**config.mk**
```make
export PLATFORM = sky130hd
export DESIGN_NAME = vrp_sprite_mem
export DESIGN_NICKNAME = d
export VERILOG_FILES = /design/src/rtl/video_register_port_core_macros.svh /design/src/rtl/vrp_pkg.sv /design/src/rtl/vrp_sprite_mem.sv
export SDC_FILE = /design/constraint.sdc
export NUM_CORES = 2
export LEC_CHECK = 0
export BUFFER_PORTS_ARGS = -buffer_cell sky130_fd_sc_hd__buf_2
export CORE_ASPECT_RATIO = 0.6
export CORE_MARGIN = 4
export CORE_UTILIZATION = 55
export DETAILED_ROUTE_END_ITERATION = 10
export PLACE_DENSITY = 0.78
export SETUP_SLACK_MARGIN = 0.05
export SLEW_MARGIN = 20
export SYNTH_ARGS = -nofsm -noshare
export SYNTH_HDL_FRONTEND = slang
export SYNTH_SLANG_ARGS = --single-unit
```
**constraint.sdc**
```tcl
create_clock -name clock -period 2.5 [get_ports clock]
set_input_delay 0.5 -clock clock [delete_from_list [all_inputs] [get_ports clock]]
set_output_delay 0.5 -clock clock [all_outputs]
set_load 0.02 [all_outputs]
```
**src/rtl/video_register_port_core_macros.svh**
```systemverilog
// Assertion helpers used by the register port RTL.
`ifndef VIDEO_REGISTER_PORT_CORE_MACROS_SVH
`define VIDEO_REGISTER_PORT_CORE_MACROS_SVH

// Same-cycle implication, sampled on the rising clock, off during reset.
`define VRP_ASSERT_IMPLY(label, ante, cons, msg) \
   label: assert property (@(posedge clock) disable iff (reset) (ante) |-> (cons)) \
      else $error(msg);

// Next-cycle implication, sampled on the rising clock, off during reset.
`define VRP_ASSERT_NEXT(label, ante, cons, msg) \
   label: assert property (@(posedge clock) disable iff (reset) (ante) |=> (cons)) \
      else $error(msg);

`endif

```
**src/rtl/vrp_pkg.sv**
```systemverilog
`timescale 1ns / 1ps

package vrp_pkg;

   localparam int VIDEO_DEPTH  = 16384;
   localparam int SPRITE_DEPTH = 256;
   localparam int VADDR_W      = $clog2(VIDEO_DEPTH);
   localparam int SADDR_W      = $clog2(SPRITE_DEPTH);
   localparam int PAL_DEPTH    = 32;
   localparam int PAL_IDX_W    = $clog2(PAL_DEPTH);

   localparam logic [VADDR_W-1:0] PAL_BASE        = VADDR_W'(16'h3F00);
   localparam logic [VADDR_W-1:0] BUF_MIRROR_MASK = VADDR_W'(16'h2FFF);
   localparam logic [7:0]         SPR_ATTR_MASK   = 8'hE3;
   localparam logic [1:0]         SPR_ATTR_SLOT   = 2'd2;
   localparam logic [VADDR_W-1:0] STRIDE_ROW      = VADDR_W'(32);
   localparam logic [VADDR_W-1:0] STRIDE_ONE      = VADDR_W'(1);

   typedef enum logic [1:0] {
      MODE_READ   = 2'd0,
      MODE_WRITE  = 2'd1,
      MODE_RESET  = 2'd2,
      MODE_STATUS = 2'd3
   } mode_type;

   typedef enum logic [2:0] {
      REG_CONTROL     = 3'd0,
      REG_MASK        = 3'd1,
      REG_STATUS      = 3'd2,
      REG_SPRITE_ADDR = 3'd3,
      REG_SPRITE_DATA = 3'd4,
      REG_SCROLL      = 3'd5,
      REG_ADDRESS     = 3'd6,
      REG_DATA        = 3'd7
   } reg_type;

   // Work left for the second stage, which owns the bus latch and read buffer.
   typedef enum logic [2:0] {
      OP_LATCH,
      OP_STATUS,
      OP_SPRITE,
      OP_DATA,
      OP_WRITE,
      OP_CLEAR
   } op_type;

   typedef struct packed {
      op_type     op;
      logic [7:0] data;
      logic       pal;
   } issue_type;

   typedef struct packed {
      logic               we;
      logic [VADDR_W-1:0] wr_addr;
      logic [7:0]         wr_data;
      logic               re;
      logic [VADDR_W-1:0] rd_addr;
   } vid_cmd_type;

   typedef struct packed {
      logic [7:0] a;
      logic [7:0] b;
   } vid_rsp_type;

   typedef struct packed {
      logic               we;
      logic [SADDR_W-1:0] wr_addr;
      logic [7:0]         wr_data;
      logic               re;
      logic [SADDR_W-1:0] rd_addr;
   } spr_cmd_type;

   typedef struct packed {
      logic               nmi;
      logic [VADDR_W-1:0] vram;
      logic [2:0]         fine_x;
   } view_type;

   function automatic logic [7:0] palette_preset(input logic [PAL_IDX_W-1:0] idx);
      logic [7:0] v;
      case (idx)
         5'd0:  v = 8'h09;  5'd1:  v = 8'h01;  5'd2:  v = 8'h00;  5'd3:  v = 8'h01;
         5'd4:  v = 8'h00;  5'd5:  v = 8'h02;  5'd6:  v = 8'h02;  5'd7:  v = 8'h0D;
         5'd8:  v = 8'h08;  5'd9:  v = 8'h10;  5'd10: v = 8'h08;  5'd11: v = 8'h24;
         5'd12: v = 8'h00;  5'd13: v = 8'h00;  5'd14: v = 8'h04;  5'd15: v = 8'h2C;
         5'd16: v = 8'h09;  5'd17: v = 8'h01;  5'd18: v = 8'h34;  5'd19: v = 8'h03;
         5'd20: v = 8'h00;  5'd21: v = 8'h04;  5'd22: v = 8'h00;  5'd23: v = 8'h14;
         5'd24: v = 8'h08;  5'd25: v = 8'h3A;  5'd26: v = 8'h00;  5'd27: v = 8'h02;
         5'd28: v = 8'h00;  5'd29: v = 8'h20;  5'd30: v = 8'h2C;  5'd31: v = 8'h08;
         default: v = 8'h00;
      endcase
      return v;
   endfunction

endpackage

```
**src/rtl/vrp_sprite_mem.sv**
```systemverilog
`timescale 1ns / 1ps

module vrp_sprite_mem (
   input  logic                 clock,
   input  logic                 reset,
   input  vrp_pkg::spr_cmd_type cmd,
   output logic [7:0]           rd_data
);

   logic [7:0]                      mem [vrp_pkg::SPRITE_DEPTH];
   logic [vrp_pkg::SPRITE_DEPTH-1:0] valid_ff;
   logic [7:0]                      data_ff;
   logic                            hit_ff;

   // Entries never written since reset read as zero.
   always_ff @(posedge clock) begin
      if (reset) begin
         valid_ff <= '0;
      end else if (cmd.we) begin
         valid_ff[cmd.wr_addr] <= 1'b1;
      end
   end

   always_ff @(posedge clock) begin
      if (cmd.we) begin
         mem[cmd.wr_addr] <= cmd.wr_data;
      end
      if (cmd.re) begin
         data_ff <= mem[cmd.rd_addr];
         hit_ff  <= valid_ff[cmd.rd_addr];
      end
   end

   assign rd_data = hit_ff ? data_ff : 8'h00;

endmodule

```
Word level (Yosys, flattened, before mapping)

Memory sizes are Yosys's and may differ from the RTL's. A register that Yosys moved wholly into a read port is not among the register bits.
Cells that the tools add are included.

Register bits after elaboration: 257
Latch bits: 0
Memory bits (writable): 2,048
Bits in read-only memories: 0
Input port bits: 28
Output and inout bits: 8
Word-level logic and storage cells: 15
Memories: 1

$add $sub $neg: 0
$mul: 0
Div/mod/pow operators: 0
Magnitude comparators: 3
Equal/unequal tests: 0
Shifts and indexed selects: 0
Mux-type cells: 7
Bitwise gates (word level): 1
Reductions and logical operators: 1

Memory list:

| memory | words | bits a word | read ports | clocked after memory_dff | wr ports | RTL line             | text |
|---|---|---|---|---|---|---|---|
| mem    | 256   | 8           | 1          | 1                        | 1        | vrp_sprite_mem.sv:10 | `logic [7:0] mem [vrp_pkg::SPRITE_DEPTH];` |

Operators with widths:

| cell                                                               | number |
|---|---|
| bitwise OR 256 bit                                                 | 1 |
| less-than comparator 8 x 9 -> 1 bit (second input constant)        | 2 |
| binary-select mux 1 bit (select 8 bit)                             | 1 |
| demux 1 bit (select 8 bit)                                         | 1 |
| greater-or-equal comparator 8 x 1 -> 1 bit (second input constant) | 1 |
| two-way mux 8 bit                                                  | 1 |
| two-way mux 1 bit                                                  | 4 |
| logical AND 1 bit                                                  | 1 |

Logic depth before layout (Yosys ltp)

Depth in word-level cells: 5
Mapped depth: 12
Gate-level depth less buffers: 6

Worst setup path before layout

No wires, ideal clock.

Path kind: input to register
Start: input port cmd[0] in the netlist's numbering
End: register data_ff[2] (read register of mem) (data pin)
Setup time: 0.269 ns
Data arrival time: 2.228 ns
Data required time: 2.231 ns
Slack: 0.003 ns
Stages on the path: 9
Path buffers: 4
Path through: buf_6 buf_12 buf_6 buf_4 mux4_2 a221oi_1 o32ai_1 nor3_1 nor4_2

RTL lines:

| item        | RTL line             | text |
|---|---|---|
| from (decl) | vrp_sprite_mem.sv:6  | `input vrp_pkg::spr_cmd_type cmd,` |
| to (decl)   | vrp_sprite_mem.sv:12 | `logic [7:0] data_ff;` |

==> results <==
- The count of nets left with antenna violations once routing finished came out at 0.
- The clock transition time at the flip-flop clock pins of the worst setup and hold paths is 0.07 ns.
- From bottom edge to top edge, the die measures 320 µm.
- The switching portion of total power is 0.216.
- The multi-input logic area is 0.0209 mm².
- The number of clock buffers added by TritonCTS is 195.
- The ratio of total power to cell area is 745 mW/mm².
- In the final layout, flip-flops and latches occupy 0.0669 mm².
- Summed over all cells, the static leakage comes to 0.0350 µW.
- The number of nets produced by synthesis is 4,731.
- For this design the total switching power over the nets is 16,800 µW.
- The number of top-level pins is 36.
- The share of power burned in the clock network is 0.398.
- For the worst setup path, the data arrival time is 3.04 ns.
- By area the synthesized netlist is led by sky130_fd_sc_hd__edfxtp_1 69%, sky130_fd_sc_hd__mux4_2 12%, sky130_fd_sc_hd__dfxtp_1 5.8%, sky130_fd_sc_hd__nor2_1 3.1%, sky130_fd_sc_hd__mux2i_1 2.0%.
- The pin count of the biggest net entering global routing is 88.
- In this design, the critical path's most frequently occurring cell is sky130_fd_sc_hd__buf_12.
- After floorplanning, the core was sized to cover 0.161 mm².
- Synthesis inferred 2,313 register bits.
- The share of total power dissipated in sequential elements is 0.539.
- The filler cells instantiated in the layout total 9,987.
- The total of buffers placed on input and output ports is 35.
- Setup repair after global routing could not meet its margin everywhere.
- Detailed placement finished with a half-perimeter wire length of 164,000 µm.
- The relative slew slack is 0.328.
- The startpoint of the lowest-slack hold path is cmd[8].
- Along the worst path, the maximum fanout reaches 24.
- The global-route usage over all layers is 0.295.
- The initial antenna violation count is 7.
- The number of global-route vias before repair came to 50,500.
- The synthesized netlist occupies a cell area of 0.0891 mm².
- The number of different library cells used by synthesis comes to 63.
- The internal power component is 61,300 µW.
- The synthesized design contains 2,057 enable-type register cells.
- Timing would allow up to 402 MHz.
- The share of the clock period used by the worst path after layout is 0.996.
- In the final layout, the share of cells above drive strength 1 is 0.318.
- The area added between synthesis and finish is 17.6%.
- The top-area cell type share of the netlist area is 0.693.
- The per-cell via count in the routed design is 6.66.
- Ranked by instance count, the synthesized netlist is headed by 2,057 x sky130_fd_sc_hd__edfxtp_1, 737 x sky130_fd_sc_hd__nor2_1, 489 x sky130_fd_sc_hd__mux4_2.
- The share of total power dissipated in combinational logic is 0.063.
- The final-report hold violation count is 0.
- The sink count of the clock tree is 2,313.
- The library cell occupying the most area in the post-synthesis netlist is sky130_fd_sc_hd__edfxtp_1.
- The clock latency of the later-clocked register in the worst-skew pair is 0.82 ns.
- The master of the slowest instance on the critical path is sky130_fd_sc_hd__mux4_2.
- The master cell of the clock root buffer is sky130_fd_sc_hd__clkbuf_16.
- The clock tree from TritonCTS is yes.
- Dividing the detail-routed wire length by the instance count gives 31.9 µm.
- STA classifies the critical path startpoint as a primary input.
- The final worst setup slack is 0.0106 ns.
- The cell area after layout is 0.105 mm².
- After layout, the minimum clock period comes to 2.49 ns.
- The routed via count is 52,100.
- The setup slack on the worst flop-to-flop path is 0.05 ns.
- The worst min-delay path class is in2reg.
- In the synthesized netlist the dominant register cell turns out to be sky130_fd_sc_hd__edfxtp_1.
- The largest single stage delay on the critical path is 0.54 ns.
- The flow ran to the end, and the final reports show no timing, DRC or antenna violations.
- The final worst clock skew is 0.0273 ns.
- The weighted congestion at the end of routability-driven global placement is 1.00.
- Traced cell by cell, the critical path runs through buf_12 -> buf_12 -> buf_12 -> buf_12 -> mux4_2 -> o22ai_1 -> buf_4 -> nor3_1 -> nor4_2 -> nor4_1.
- The cell area after placement is 0.0980 mm².
- For the worst setup path, the data required time is 3.05 ns.
- Each instance of the synthesized netlist takes up on average 18.9 µm².
- Yosys printed 0 warnings.
- For this run, asynchronously set or reset flops after synthesis account for 0.
- The die covers 0.169 mm².
- The number of pins with negative max-slew slack in the final report is 0.
- The number of maximum-capacitance constraint violations is 0.
- The worst setup path is of the in2reg kind.
- For the pin with the worst max-slew slack, the measured transition is 1.01 ns.
- The completed layout was analyzed and its total power is 78,100 µW.
- For this run, the post-layout net count is 5,541.
- The post-place setup slack is -1.31 ns.
- Row generation in the floorplan step produced 114 rows.
- The cell depth of the worst hold path is 1.
- The final layout contains routed wiring with a total length of 250,000 µm.
- The first global-routing pass estimated 360,000 µm of wire.
- The element type at the critical path end is a flop.
- Measured in cells, the most critical reg-to-reg path has a length of 8.
- The H-tree was split into 4 levels.
- For this run, the register share of the synthesized area comes to 0.751.
- The worst hold endpoint is data_ff[6]$_DFFE_PP_.
- The cell count after synthesis is 4,703.
- The setup violation total in the final timing report is 0.
- The most common cell in the synthesized netlist is sky130_fd_sc_hd__edfxtp_1.
- The worst register-to-register path begins at valid_ff[19]$_SDFFE_PP0P_.
- The capturing point of the worst reg2reg path is hit_ff$_DFFE_PP_.
- The buffer levels on the longest clock path is 4.
- The first detailed-routing pass took 6 iterations.
- The starting utilization of the core area is 0.553.
- The global-route congestion overflow total is 0.
- The first routing iteration left 8,887 violations.
- VDD sags by at most 0.000734 V.
- In the routed design, unresolved DRC markers number 0.
- The horizontal extent of the die is 528 µm.
## routing by layer
metal  share of wire  global-route usage  vias up
li1                -                   -    20600
met1            0.37               0.439    26500
met2            0.42               0.400     4528
met3            0.19               0.130      519
met4           0.031              0.0781        4
met5         0.00030                   0        -
## registers in the layout, summed over array words and instances, names as in the netlist
| signal | cells |
|---|---|
| hit_ff | 1 |
| valid_ff | 256 |
| data_ff | 8 |
| mem | 2048 |
## layout by cell type, fill, tap and decap left out, types with 14 or more instances in the layout
cell type	count
sky130_fd_sc_hd__bufinv_16	20
sky130_fd_sc_hd__a21oi_1	80
sky130_fd_sc_hd__nor3_1	23
sky130_fd_sc_hd__clkbuf_1	45
sky130_fd_sc_hd__clkinv_1	19
sky130_fd_sc_hd__nor2b_1	16
sky130_fd_sc_hd__buf_12	93
sky130_fd_sc_hd__clkinv_2	39
sky130_fd_sc_hd__a221oi_2	17
sky130_fd_sc_hd__nand2_1	43
sky130_fd_sc_hd__mux4_2	489
sky130_fd_sc_hd__o221ai_1	38
sky130_fd_sc_hd__a221oi_1	23
sky130_fd_sc_hd__o21ai_0	14
sky130_fd_sc_hd__a22o_1	40
sky130_fd_sc_hd__buf_2	23
sky130_fd_sc_hd__o21ba_2	29
sky130_fd_sc_hd__clkbuf_8	30
sky130_fd_sc_hd__buf_4	768
sky130_fd_sc_hd__o22ai_1	55
sky130_fd_sc_hd__nor2_1	735
sky130_fd_sc_hd__a22oi_1	111
sky130_fd_sc_hd__mux2i_1	175
sky130_fd_sc_hd__nand3_1	32
sky130_fd_sc_hd__dfxtp_1	256
sky130_fd_sc_hd__clkbuf_16	198
sky130_fd_sc_hd__edfxtp_1	2057
## power by group through the flow
stage / registers [µW] / logic, µW / clock network, µW
3_5_place_dp: 43000 / 4600 / 0
3_3_place_gp: 43000 / 4490 / 0
2_1_floorplan: 43000 / 2130 / 0
5_1_grt: 42100 / 5030 / 32800
4_1_cts: 42100 / 4690 / 31200
6_report: 42100 / 4890 / 31100
## final cells by class
class / count / area share
multi-input combinational: 2100 / 0.199
clock inverter: 88 / 0.00914
antenna: 10 / 0.000239
tap: 2146 / 0.0256
sequential: 2313 / 0.638
timing repair buffer: 900 / 0.0758
clock buffer: 265 / 0.0518
inverter: 3 / 0.000107
## worst max path at each step
stage                     slack, ns                   from  cells past startpoint                   end
final                          0.01                 cmd[0]                     10  data_ff[4]$_DFFE_PP_
after global routing          0.002  mem[235][3]$_DFFE_PP_                      8  data_ff[3]$_DFFE_PP_
after CTS                     0.002  mem[163][7]$_DFFE_PP_                      8  data_ff[7]$_DFFE_PP_
after detailed placement      -1.31                 cmd[0]                     10  data_ff[7]$_DFFE_PP_
after global placement        -1.31                 cmd[0]                     10  data_ff[7]$_DFFE_PP_
after floorplan                0.05                 cmd[0]                      9  data_ff[2]$_DFFE_PP_
## logic make-up after synthesis
kind of cell    Yosys count  synth area share
buf+inv                 290            0.0205
flops                  2313             0.751
mux                     678             0.145
simple gates            941            0.0438
compound gates          481            0.0398
## critical path: cells and delay by family
kind | cells | cell delay (ns)
and+or+nand+nor | 3 | 0.58
AOI/OAI and AO/OA | 1 | 0.36
muxes | 1 | 0.54
buffers and inverters | 5 | 1.01
## repair_timing
action	4_1_cts	5_1_grt
resized for setup	43	40
pin swaps	7	11
setup endpoints to repair	9	9
hold buffers	0	0
setup buffers	1	0
gates cloned	0	0
## per-stage QoR
stage	cells	hold WS, ns	utilization	TNS [ns]
6_report	7825	0.0683	0.651	0
3_3_place_gp	7462	0.443	0.608	-8.34
2_1_floorplan	4703	0.435	-	0
3_5_place_dp	7462	0.458	0.608	-8.39
4_1_cts	7815	0.0337	0.649	0
5_1_grt	7816	0.0389	0.651	0
No activity file was read; power rests on OpenSTA's default activity.
