===== src/rtl/video_register_port_core_macros.svh =====
// Assertion helpers used by the register port RTL.
`ifndef VIDEO_REGISTER_PORT_CORE_MACROS_SVH
`define VIDEO_REGISTER_PORT_CORE_MACROS_SVH

// Same-cycle implication, sampled on the rising clock, off during reset.
`define VRP_ASSERT_IMPLY(label, ante, cons, msg) \
   label: assert property (@(posedge clock) disable iff (reset) (ante) |-> (cons)) \
      else $error(msg);

// Next-cycle implication, sampled on the rising clock, off during reset.
`define VRP_ASSERT_NEXT(label, ante, cons, msg) \
   label: assert property (@(posedge clock) disable iff (reset) (ante) |=> (cons)) \
      else $error(msg);

`endif


===== src/rtl/vrp_pkg.sv =====
`timescale 1ns / 1ps

package vrp_pkg;

   localparam int VIDEO_DEPTH  = 16384;
   localparam int SPRITE_DEPTH = 256;
   localparam int VADDR_W      = $clog2(VIDEO_DEPTH);
   localparam int SADDR_W      = $clog2(SPRITE_DEPTH);
   localparam int PAL_DEPTH    = 32;
   localparam int PAL_IDX_W    = $clog2(PAL_DEPTH);

   localparam logic [VADDR_W-1:0] PAL_BASE        = VADDR_W'(16'h3F00);
   localparam logic [VADDR_W-1:0] BUF_MIRROR_MASK = VADDR_W'(16'h2FFF);
   localparam logic [7:0]         SPR_ATTR_MASK   = 8'hE3;
   localparam logic [1:0]         SPR_ATTR_SLOT   = 2'd2;
   localparam logic [VADDR_W-1:0] STRIDE_ROW      = VADDR_W'(32);
   localparam logic [VADDR_W-1:0] STRIDE_ONE      = VADDR_W'(1);

   typedef enum logic [1:0] {
      MODE_READ   = 2'd0,
      MODE_WRITE  = 2'd1,
      MODE_RESET  = 2'd2,
      MODE_STATUS = 2'd3
   } mode_type;

   typedef enum logic [2:0] {
      REG_CONTROL     = 3'd0,
      REG_MASK        = 3'd1,
      REG_STATUS      = 3'd2,
      REG_SPRITE_ADDR = 3'd3,
      REG_SPRITE_DATA = 3'd4,
      REG_SCROLL      = 3'd5,
      REG_ADDRESS     = 3'd6,
      REG_DATA        = 3'd7
   } reg_type;

   // Work left for the second stage, which owns the bus latch and read buffer.
   typedef enum logic [2:0] {
      OP_LATCH,
      OP_STATUS,
      OP_SPRITE,
      OP_DATA,
      OP_WRITE,
      OP_CLEAR
   } op_type;

   typedef struct packed {
      op_type     op;
      logic [7:0] data;
      logic       pal;
   } issue_type;

   typedef struct packed {
      logic               we;
      logic [VADDR_W-1:0] wr_addr;
      logic [7:0]         wr_data;
      logic               re;
      logic [VADDR_W-1:0] rd_addr;
   } vid_cmd_type;

   typedef struct packed {
      logic [7:0] a;
      logic [7:0] b;
   } vid_rsp_type;

   typedef struct packed {
      logic               we;
      logic [SADDR_W-1:0] wr_addr;
      logic [7:0]         wr_data;
      logic               re;
      logic [SADDR_W-1:0] rd_addr;
   } spr_cmd_type;

   typedef struct packed {
      logic               nmi;
      logic [VADDR_W-1:0] vram;
      logic [2:0]         fine_x;
   } view_type;

   function automatic logic [7:0] palette_preset(input logic [PAL_IDX_W-1:0] idx);
      logic [7:0] v;
      case (idx)
         5'd0:  v = 8'h09;  5'd1:  v = 8'h01;  5'd2:  v = 8'h00;  5'd3:  v = 8'h01;
         5'd4:  v = 8'h00;  5'd5:  v = 8'h02;  5'd6:  v = 8'h02;  5'd7:  v = 8'h0D;
         5'd8:  v = 8'h08;  5'd9:  v = 8'h10;  5'd10: v = 8'h08;  5'd11: v = 8'h24;
         5'd12: v = 8'h00;  5'd13: v = 8'h00;  5'd14: v = 8'h04;  5'd15: v = 8'h2C;
         5'd16: v = 8'h09;  5'd17: v = 8'h01;  5'd18: v = 8'h34;  5'd19: v = 8'h03;
         5'd20: v = 8'h00;  5'd21: v = 8'h04;  5'd22: v = 8'h00;  5'd23: v = 8'h14;
         5'd24: v = 8'h08;  5'd25: v = 8'h3A;  5'd26: v = 8'h00;  5'd27: v = 8'h02;
         5'd28: v = 8'h00;  5'd29: v = 8'h20;  5'd30: v = 8'h2C;  5'd31: v = 8'h08;
         default: v = 8'h00;
      endcase
      return v;
   endfunction

endpackage


===== src/rtl/vrp_regs.sv =====
`timescale 1ns / 1ps

module vrp_regs (
   input  logic                 clock,
   input  logic                 reset,
   input  logic                 req_fire,
   input  logic [1:0]           req_mode,
   input  logic [2:0]           req_register_index,
   input  logic [7:0]           req_write_data,
   output vrp_pkg::issue_type   issue,
   output vrp_pkg::vid_cmd_type vid_cmd,
   output vrp_pkg::spr_cmd_type spr_cmd,
   output vrp_pkg::view_type    view
);

   localparam int AW = vrp_pkg::VADDR_W;

   logic                         ctrl_nmi_ff,   ctrl_nmi_in;
   logic                         ctrl_inc32_ff, ctrl_inc32_in;
   logic [2:0]                   status_ff,     status_in;
   logic [vrp_pkg::SADDR_W-1:0]  spr_addr_ff,   spr_addr_in;
   logic [AW-1:0]                cur_ff,        cur_in;
   logic [AW-1:0]                tmp_ff,        tmp_in;
   logic [2:0]                   fine_x_ff,     fine_x_in;
   logic                         toggle_ff,     toggle_in;

   logic [AW-1:0]                stride;
   vrp_pkg::mode_type            mode;
   vrp_pkg::reg_type             idx;
   logic [7:0]                   d;

   assign mode   = vrp_pkg::mode_type'(req_mode);
   assign idx    = vrp_pkg::reg_type'(req_register_index);
   assign d      = req_write_data;
   assign stride = ctrl_inc32_ff ? vrp_pkg::STRIDE_ROW : vrp_pkg::STRIDE_ONE;

   always_comb begin
      ctrl_nmi_in   = ctrl_nmi_ff;
      ctrl_inc32_in = ctrl_inc32_ff;
      status_in     = status_ff;
      spr_addr_in   = spr_addr_ff;
      cur_in        = cur_ff;
      tmp_in        = tmp_ff;
      fine_x_in     = fine_x_ff;
      toggle_in     = toggle_ff;
      issue         = '{op: vrp_pkg::OP_LATCH, data: 8'h00, pal: 1'b0};
      vid_cmd       = '0;
      spr_cmd       = '0;
      vid_cmd.rd_addr = cur_ff;
      vid_cmd.wr_addr = cur_ff;
      vid_cmd.wr_data = d;
      spr_cmd.rd_addr = spr_addr_ff;
      spr_cmd.wr_addr = spr_addr_ff;
      spr_cmd.wr_data = (spr_addr_ff[1:0] == vrp_pkg::SPR_ATTR_SLOT) ?
                        (d & vrp_pkg::SPR_ATTR_MASK) : d;
      if (req_fire) begin
         case (mode)
            vrp_pkg::MODE_READ: begin
               case (idx)
                  vrp_pkg::REG_STATUS: begin
                     issue.op   = vrp_pkg::OP_STATUS;
                     issue.data = {status_ff, 5'b0};
                     status_in  = {1'b0, status_ff[1:0]};
                     toggle_in  = 1'b0;
                  end
                  vrp_pkg::REG_SPRITE_DATA: begin
                     issue.op   = vrp_pkg::OP_SPRITE;
                     spr_cmd.re = 1'b1;
                  end
                  vrp_pkg::REG_DATA: begin
                     issue.op   = vrp_pkg::OP_DATA;
                     issue.pal  = cur_ff >= vrp_pkg::PAL_BASE;
                     vid_cmd.re = 1'b1;
                     cur_in     = cur_ff + stride;
                  end
                  default: begin
                     issue.op = vrp_pkg::OP_LATCH;
                  end
               endcase
            end
            vrp_pkg::MODE_WRITE: begin
               issue.op   = vrp_pkg::OP_WRITE;
               issue.data = d;
               case (idx)
                  vrp_pkg::REG_CONTROL: begin
                     ctrl_nmi_in   = d[7];
                     ctrl_inc32_in = d[2];
                     tmp_in[11:10] = d[1:0];
                  end
                  vrp_pkg::REG_SPRITE_ADDR: begin
                     spr_addr_in = d;
                  end
                  vrp_pkg::REG_SPRITE_DATA: begin
                     spr_cmd.we  = 1'b1;
                     spr_addr_in = spr_addr_ff + 1'b1;
                  end
                  vrp_pkg::REG_SCROLL: begin
                     if (!toggle_ff) begin
                        tmp_in[4:0] = d[7:3];
                        fine_x_in   = d[2:0];
                     end else begin
                        tmp_in[13:12] = d[1:0];
                        tmp_in[9:5]   = d[7:3];
                     end
                     toggle_in = !toggle_ff;
                  end
                  vrp_pkg::REG_ADDRESS: begin
                     if (!toggle_ff) begin
                        tmp_in[13:8] = d[5:0];
                     end else begin
                        tmp_in[7:0] = d;
                        cur_in      = {tmp_ff[13:8], d};
                     end
                     toggle_in = !toggle_ff;
                  end
                  vrp_pkg::REG_DATA: begin
                     vid_cmd.we = 1'b1;
                     cur_in     = cur_ff + stride;
                  end
                  default: begin
                     // Mask and status writes only load the bus latch here.
                     issue.op = vrp_pkg::OP_WRITE;
                  end
               endcase
            end
            vrp_pkg::MODE_RESET: begin
               issue.op      = vrp_pkg::OP_CLEAR;
               ctrl_nmi_in   = 1'b0;
               ctrl_inc32_in = 1'b0;
               toggle_in     = 1'b0;
               cur_in        = '0;
               tmp_in        = '0;
               fine_x_in     = '0;
            end
            vrp_pkg::MODE_STATUS: begin
               status_in = d[7:5];
            end
            default: begin
               issue.op = vrp_pkg::OP_LATCH;
            end
         endcase
      end
   end

   always_ff @(posedge clock) begin
      if (reset) begin
         ctrl_nmi_ff   <= 1'b0;
         ctrl_inc32_ff <= 1'b0;
         status_ff     <= 3'b101;
         spr_addr_ff   <= '0;
         cur_ff        <= '0;
         tmp_ff        <= '0;
         fine_x_ff     <= '0;
         toggle_ff     <= 1'b0;
      end else begin
         ctrl_nmi_ff   <= ctrl_nmi_in;
         ctrl_inc32_ff <= ctrl_inc32_in;
         status_ff     <= status_in;
         spr_addr_ff   <= spr_addr_in;
         cur_ff        <= cur_in;
         tmp_ff        <= tmp_in;
         fine_x_ff     <= fine_x_in;
         toggle_ff     <= toggle_in;
      end
   end

   assign view.nmi    = ctrl_nmi_ff && status_ff[2];
   assign view.vram   = cur_ff;
   assign view.fine_x = fine_x_ff;

endmodule

===== config.mk =====
export PLATFORM = sky130hd
export DESIGN_NAME = vrp_regs
export DESIGN_NICKNAME = d
export VERILOG_FILES = /design/src/rtl/video_register_port_core_macros.svh /design/src/rtl/vrp_pkg.sv /design/src/rtl/vrp_regs.sv
export SDC_FILE = /design/constraint.sdc
export NUM_CORES = 1
export LEC_CHECK = 0
export BUFFER_PORTS_ARGS = -buffer_cell sky130_fd_sc_hd__clkbuf_2
export CAP_MARGIN = 5
export CORE_MARGIN = 2
export CORE_UTILIZATION = 40
export CTS_CLUSTER_SIZE = 14
export DETAILED_ROUTE_END_ITERATION = 10
export GPL_ROUTABILITY_DRIVEN = 0
export PLACE_DENSITY = 0.65
export SYNTH_ARGS = -nofsm -noshare
export SYNTH_HDL_FRONTEND = slang
export SYNTH_SLANG_ARGS = --single-unit

===== constraint.sdc =====
create_clock -name clock -period 3.3 [get_ports clock]
set_input_delay 0.165 -clock clock [delete_from_list [all_inputs] [get_ports clock]]
set_output_delay 0.165 -clock clock [all_outputs]
set_load 0.01 [all_outputs]

After elaboration in Yosys (flattened, before gate mapping)
Cells that the tools add are included.
- bits in registers: 37
- bits of input ports: 16
- output and inout bits: 94
- word-level logic and storage cells: 99
- add/sub/neg operators: 2
- $lt $le $gt $ge: 1
- eq/ne operators: 22
- muxes and demuxes: 45
- bitwise logic cells: 1
- reduce and logical (&&, ||, !) cells: 18
- operators by type and width (cell ; number):
    case mux 14 bit (2 select lines) ; 2
    case mux 14 bit (3 select lines) ; 1
    case mux 8 bit (2 select lines) ; 2
    2-to-1 mux 14 bit ; 2
    case mux 10 bit (2 select lines) ; 1
    2-to-1 mux 1 bit ; 16
    2-to-1 mux 8 bit ; 2
    2-to-1 mux 5 bit ; 3
    adder 14 x 6 -> 14 bit ; 1
    greater-or-equal comparator 14 bit, second input constant ; 1
    == test 3 bit, second input constant ; 4
    2-to-1 mux 12 bit ; 1
    2-to-1 mux 6 bit ; 2
    case mux 3 bit (2 select lines) ; 2
    AND reduction 3 bit ; 4
    AND reduction 4 bit ; 3
    AND reduction 5 bit ; 2
    2-to-1 mux 3 bit ; 3
    != test 3 x 1 -> 1 bit, second input constant ; 3
    != test 3 bit, second input constant ; 3
    case mux 3 bit (3 select lines) ; 1
    adder 8 x 1 -> 8 bit, second input constant ; 1
    != test 2 x 1 -> 1 bit, second input constant ; 4
    case mux 2 bit (2 select lines) ; 2
    other kinds (16) ; 23

Logic depth before layout (Yosys ltp)
- depth after elaboration: 4
- depth in mapped cells: 9
- gate-level depth less buffers: 8

Worst setup path before layout
No wires, ideal clock.
- kind: register to register
- from: register cur_ff[0]
- to: register cur_ff[10]
- data arrival time: 1731 ps
- data required time: 3239 ps
- setup slack: 1508 ps
- cell stages (with the launch flop): 8
- buffers on the path: 0
- path through: dfxtp_1 ha_1 ha_1 nand4_1 o21ai_1 a311o_1 o21ai_0 and4b_1
- word-level cells in the longest chain between the ends: 3
- elaborated cells on any way between the ends: 4
- those cells by class: add/sub (1); mux (3)
- ends and longest elaborated chain (item ; line ; RTL):
    start: declaration ; vrp_regs.sv:22 ; logic [AW-1:0] cur_ff, cur_in;
    start signal: assignment ; vrp_regs.sv:160 ; cur_ff <= cur_in;
    adder 14 x 6 -> 14 bit * ; vrp_regs.sv:74, vrp_regs.sv:118 ;
    case mux 14 bit (2 select lines) / 2-to-1 mux 14 bit (equally long branches) ; vrp_regs.sv:84, vrp_regs.sv:59 ;
    case mux 14 bit (3 select lines) * ; vrp_regs.sv:57 ; case (mode)
Mark *: on every way between the ends. The rest lies on a longest branch, timed or not. The select of a mux whose other input is x is not followed.
A chain may end at the register's enable or synchronous reset.

Worst setup path after layout
- from: input port req_mode[1]
- to: register spr_addr_ff[2] (netlist bit)
- word-level cells in the longest chain between the ends: 2
- ends and longest elaborated chain (item ; line ; RTL):
    start: declaration ; vrp_regs.sv:7 ; input logic [1:0] req_mode,
    == test 2 x 1 -> 1 bit ; vrp_regs.sv:57 ;
    AND reduction 3 bit (no line) ; - ;
    end signal: assignment ; vrp_regs.sv:159 ; spr_addr_ff <= spr_addr_in;
    end: declaration ; vrp_regs.sv:21 ; logic [vrp_pkg::SADDR_W-1:0] spr_addr_ff, spr_addr_in;
Every way passes these cells.

==> metrics.txt <==
First-pass DRT Iterations=4; first-pass GRT wire length=12100 um; post-route minimum period=2110 ps; ys async rst share=0; CP max FO=31; Cell variety after synth=54; PostCTS Resize Cnt=0; DRC viols=0; Synth top area share=0.254; Iter 0 DRT Violations=157; CTS H-tree depth=2; Power, Total=1080 uW; Die Y=about 90 um; Syn Inst Count=390; core area=0.00718 sq mm; Clock Latency Late Sink=290 ps; total number of vias=2891; I/O pin count=110; PwrDens=337 mW/mm^2; ys flop type=dfxtp_1; Num Clock Sinks=37; Post-synth EDFFs=0; Final nets=461; Critical Path Source Type=input pin; Net Count, Synth=416; CP Class=in -> reg; layout cells sized above 1=0.291; Placed Cells incl. Taps=527; Synth area leaders=dfxtp_1 25%, buf_4 13%, mux2i_1 4.8%, o21ai_0 4.8%, nor2_1 4.6%; Slew Limit Fails=0; # hold bufs at CTS=0; CTS tree=done; Site Rows=31; dominant cell type by area after synthesis=dfxtp_1; Area growth, synth to finish=10.2%; clock buffer count from CTS=5; Root Buffer=clkbuf_8; Leakage Power=0.00150 uW; Vias/cell=about 5.4; syn_area_per_cell=7.48 sq um; WL final=approximately 7800 um; Port Buffers=around 110; post-route ant nets=0; CP required=3460 ps; run status=finished, final reports clean; Max-Cap Viols=0; Setup-failing EPs final=0; worst-case clock buffer depth=2; clock skew=8.78 ps; Slew HR=0.361; Worst-path clk slew=80 ps; Seq/Total Area, Yosys=0.254; Max Clk Rate=0.474 GHz; grt total ovfl=0; Final Hold Fails=0; Worst Max-Slew Pin Slew=958 ps; initial core utilization=0.407; Synth Cell Area=0.00292 sq mm; RSZ-0062 raised after global routing=no; Worst VDD drop=between 0.15 and 0.2 mV; Ant. Diodes=0; flops & latches, synth=37; final period utilization=0.639; mean routed wirelength per cell=about 14 um; Post-Route Setup TNS=0 ps; post-DP HPWL=roughly 5600 um; Syn. warnings=0; Die Area=approximately 0.008 sq mm; Final Instance Count excl. Fillers=between 500 and 600; Hold WS=approximately 240 ps; HP Class=in -> reg; Critical Path AT=2270 ps; setup bufs post-CTS=0; Die X=about 89 um; Critical Path End Type=flop; initial antenna violation count=0; gr usage total=0.194; largest net degree at the start of global routing=35; vias in the first global route=~2.4k
-- critical path, stage by stage --
cell       delay (ps)
clkbuf_2          120
inv_1             120
ha_1              800
nand2_1           280
a21oi_2           360
o21ai_0           170
a2bb2oi_1         190
nor2_1             50
-- synthesized netlist by cell type, types with 5 or more instances --
| cell type | n |
|---|---|
| inv_1 | 11 |
| buf_4 | 51 |
| nand2_1 | 34 |
| nor2b_1 | 6 |
| nand3_1 | 17 |
| a21oi_1 | 23 |
| nand4_1 | 6 |
| and2_1 | 5 |
| nor2_1 | 36 |
| nand2b_1 | 5 |
| and3_1 | 10 |
| clkbuf_1 | 14 |
| o21ai_0 | 28 |
| dfxtp_1 | 37 |
| ha_1 | 10 |
| buf_2 | 7 |
| nor3_1 | 7 |
| mux2i_1 | 14 |
| a211oi_1 | 10 |
-- layout make-up --
| type | count | area, sq um |
|---|---|---|
| Clock inverter | 2 | 10.0 |
| Sequential cell | 37 | 741 |
| Tap cell | 99 | 124 |
| Clock buffer | 6 | 72.6 |
| Timing Repair Buffer | 110 | 553 |
| Inverter | 11 | 41.3 |
| Multi-Input combinational cell | 270 | 1670 |
| Fill cell | 757 | 3960 |
-- metal layers --
metal,global-route usage,part of all wire
met5,0,0
met4,0.0597,0.0067
met3,0.0369,0.067
met2,0.301,0.46
met1,0.271,0.47
-- power breakdown --
group | leakage [uW] | internal (uW) | switching, uW | total (uW)
registers | 0.000301 | 467 | 26.6 | 493
clock network | 0.0000450 | 147 | 164 | 311
logic | 0.00115 | 107 | 173 | 281
total | 0.00150 | 721 | 364 | 1080
-- cell usage in the layout, fill, tap and decap left out, types with 2 or more instances in the layout --
| master | Yosys | layout |
|---|---|---|
| clkbuf_8 | 0 | 5 |
| a21oi_1 | 23 | 23 |
| mux2i_1 | 14 | 14 |
| nand2b_1 | 5 | 5 |
| ha_1 | 10 | 10 |
| and2_1 | 5 | 5 |
| inv_1 | 11 | 11 |
| and3_1 | 10 | 10 |
| nand3_1 | 17 | 17 |
| a211oi_1 | 10 | 10 |
| a32oi_1 | 3 | 3 |
| nor3_1 | 7 | 7 |
| a221oi_1 | 4 | 4 |
| nand2_1 | 34 | 34 |
| nand3b_1 | 3 | 3 |
| nand4_1 | 6 | 6 |
| a21oi_2 | 2 | 2 |
| or3b_1 | 2 | 2 |
| a31oi_1 | 4 | 4 |
| a22o_1 | 3 | 3 |
| o21ai_1 | 4 | 4 |
| or3_1 | 2 | 2 |
| a22oi_1 | 4 | 4 |
| dfxtp_1 | 37 | 37 |
| nor2_1 | 36 | 36 |
| clkinv_2 | 0 | 2 |
| o21ai_0 | 28 | 28 |
| nor2b_1 | 6 | 6 |
| mux2_2 | 2 | 2 |
| nor3b_1 | 3 | 3 |
| clkbuf_2 | 0 | 109 |
-- state kept, by name, summed over array words and instances (netlist names) --
name           flops
ctrl_nmi_ff        1
toggle_ff          1
cur_ff            14
spr_addr_ff        8
fine_x_ff          3
tmp_ff             6
ctrl_inc32_ff      1
status_ff          3
-- final timing paths --
check / start / end / slack [ps] / cells past startpoint
setup / recovery: req_mode[1] / spr_addr_ff[2] / 1190 / 8
hold / removal: req_write_data[0] / spr_addr_ff[0] / 240 / 3
setup reg to reg: cur_ff[0] / cur_ff[10] / 1280 / 7
hold reg to reg: tmp_ff[10] / tmp_ff[10] / 450 / 2
-- metrics by stage --
| stage | setup slack [ps] | area (sq um) | util |
|---|---|---|---|
| finish | 1190 | 3220 | 0.448 |
| floorplan | 1510 | 2920 | - |
| CTS | 1210 | 3220 | 0.448 |
| global route | 955 | 3220 | 0.448 |
| global placement | 1060 | 3130 | 0.437 |
| detailed placement | 927 | 3130 | 0.437 |
-- logic make-up after synthesis --
logic type               count (synthesis)  share of synthesized area
AO/OA/AOI/OAI                           98                      0.216
XOR/XNOR                                 1                    0.00300
adder cells (fa/ha/maj)                 10                     0.0429
buffers and inverters                   83                      0.175
flip-flops                              37                      0.254
multiplexers                            16                     0.0557
AND/OR/NAND/NOR                        145                      0.253
Note: power is estimated with default switching activity, not from simulation.
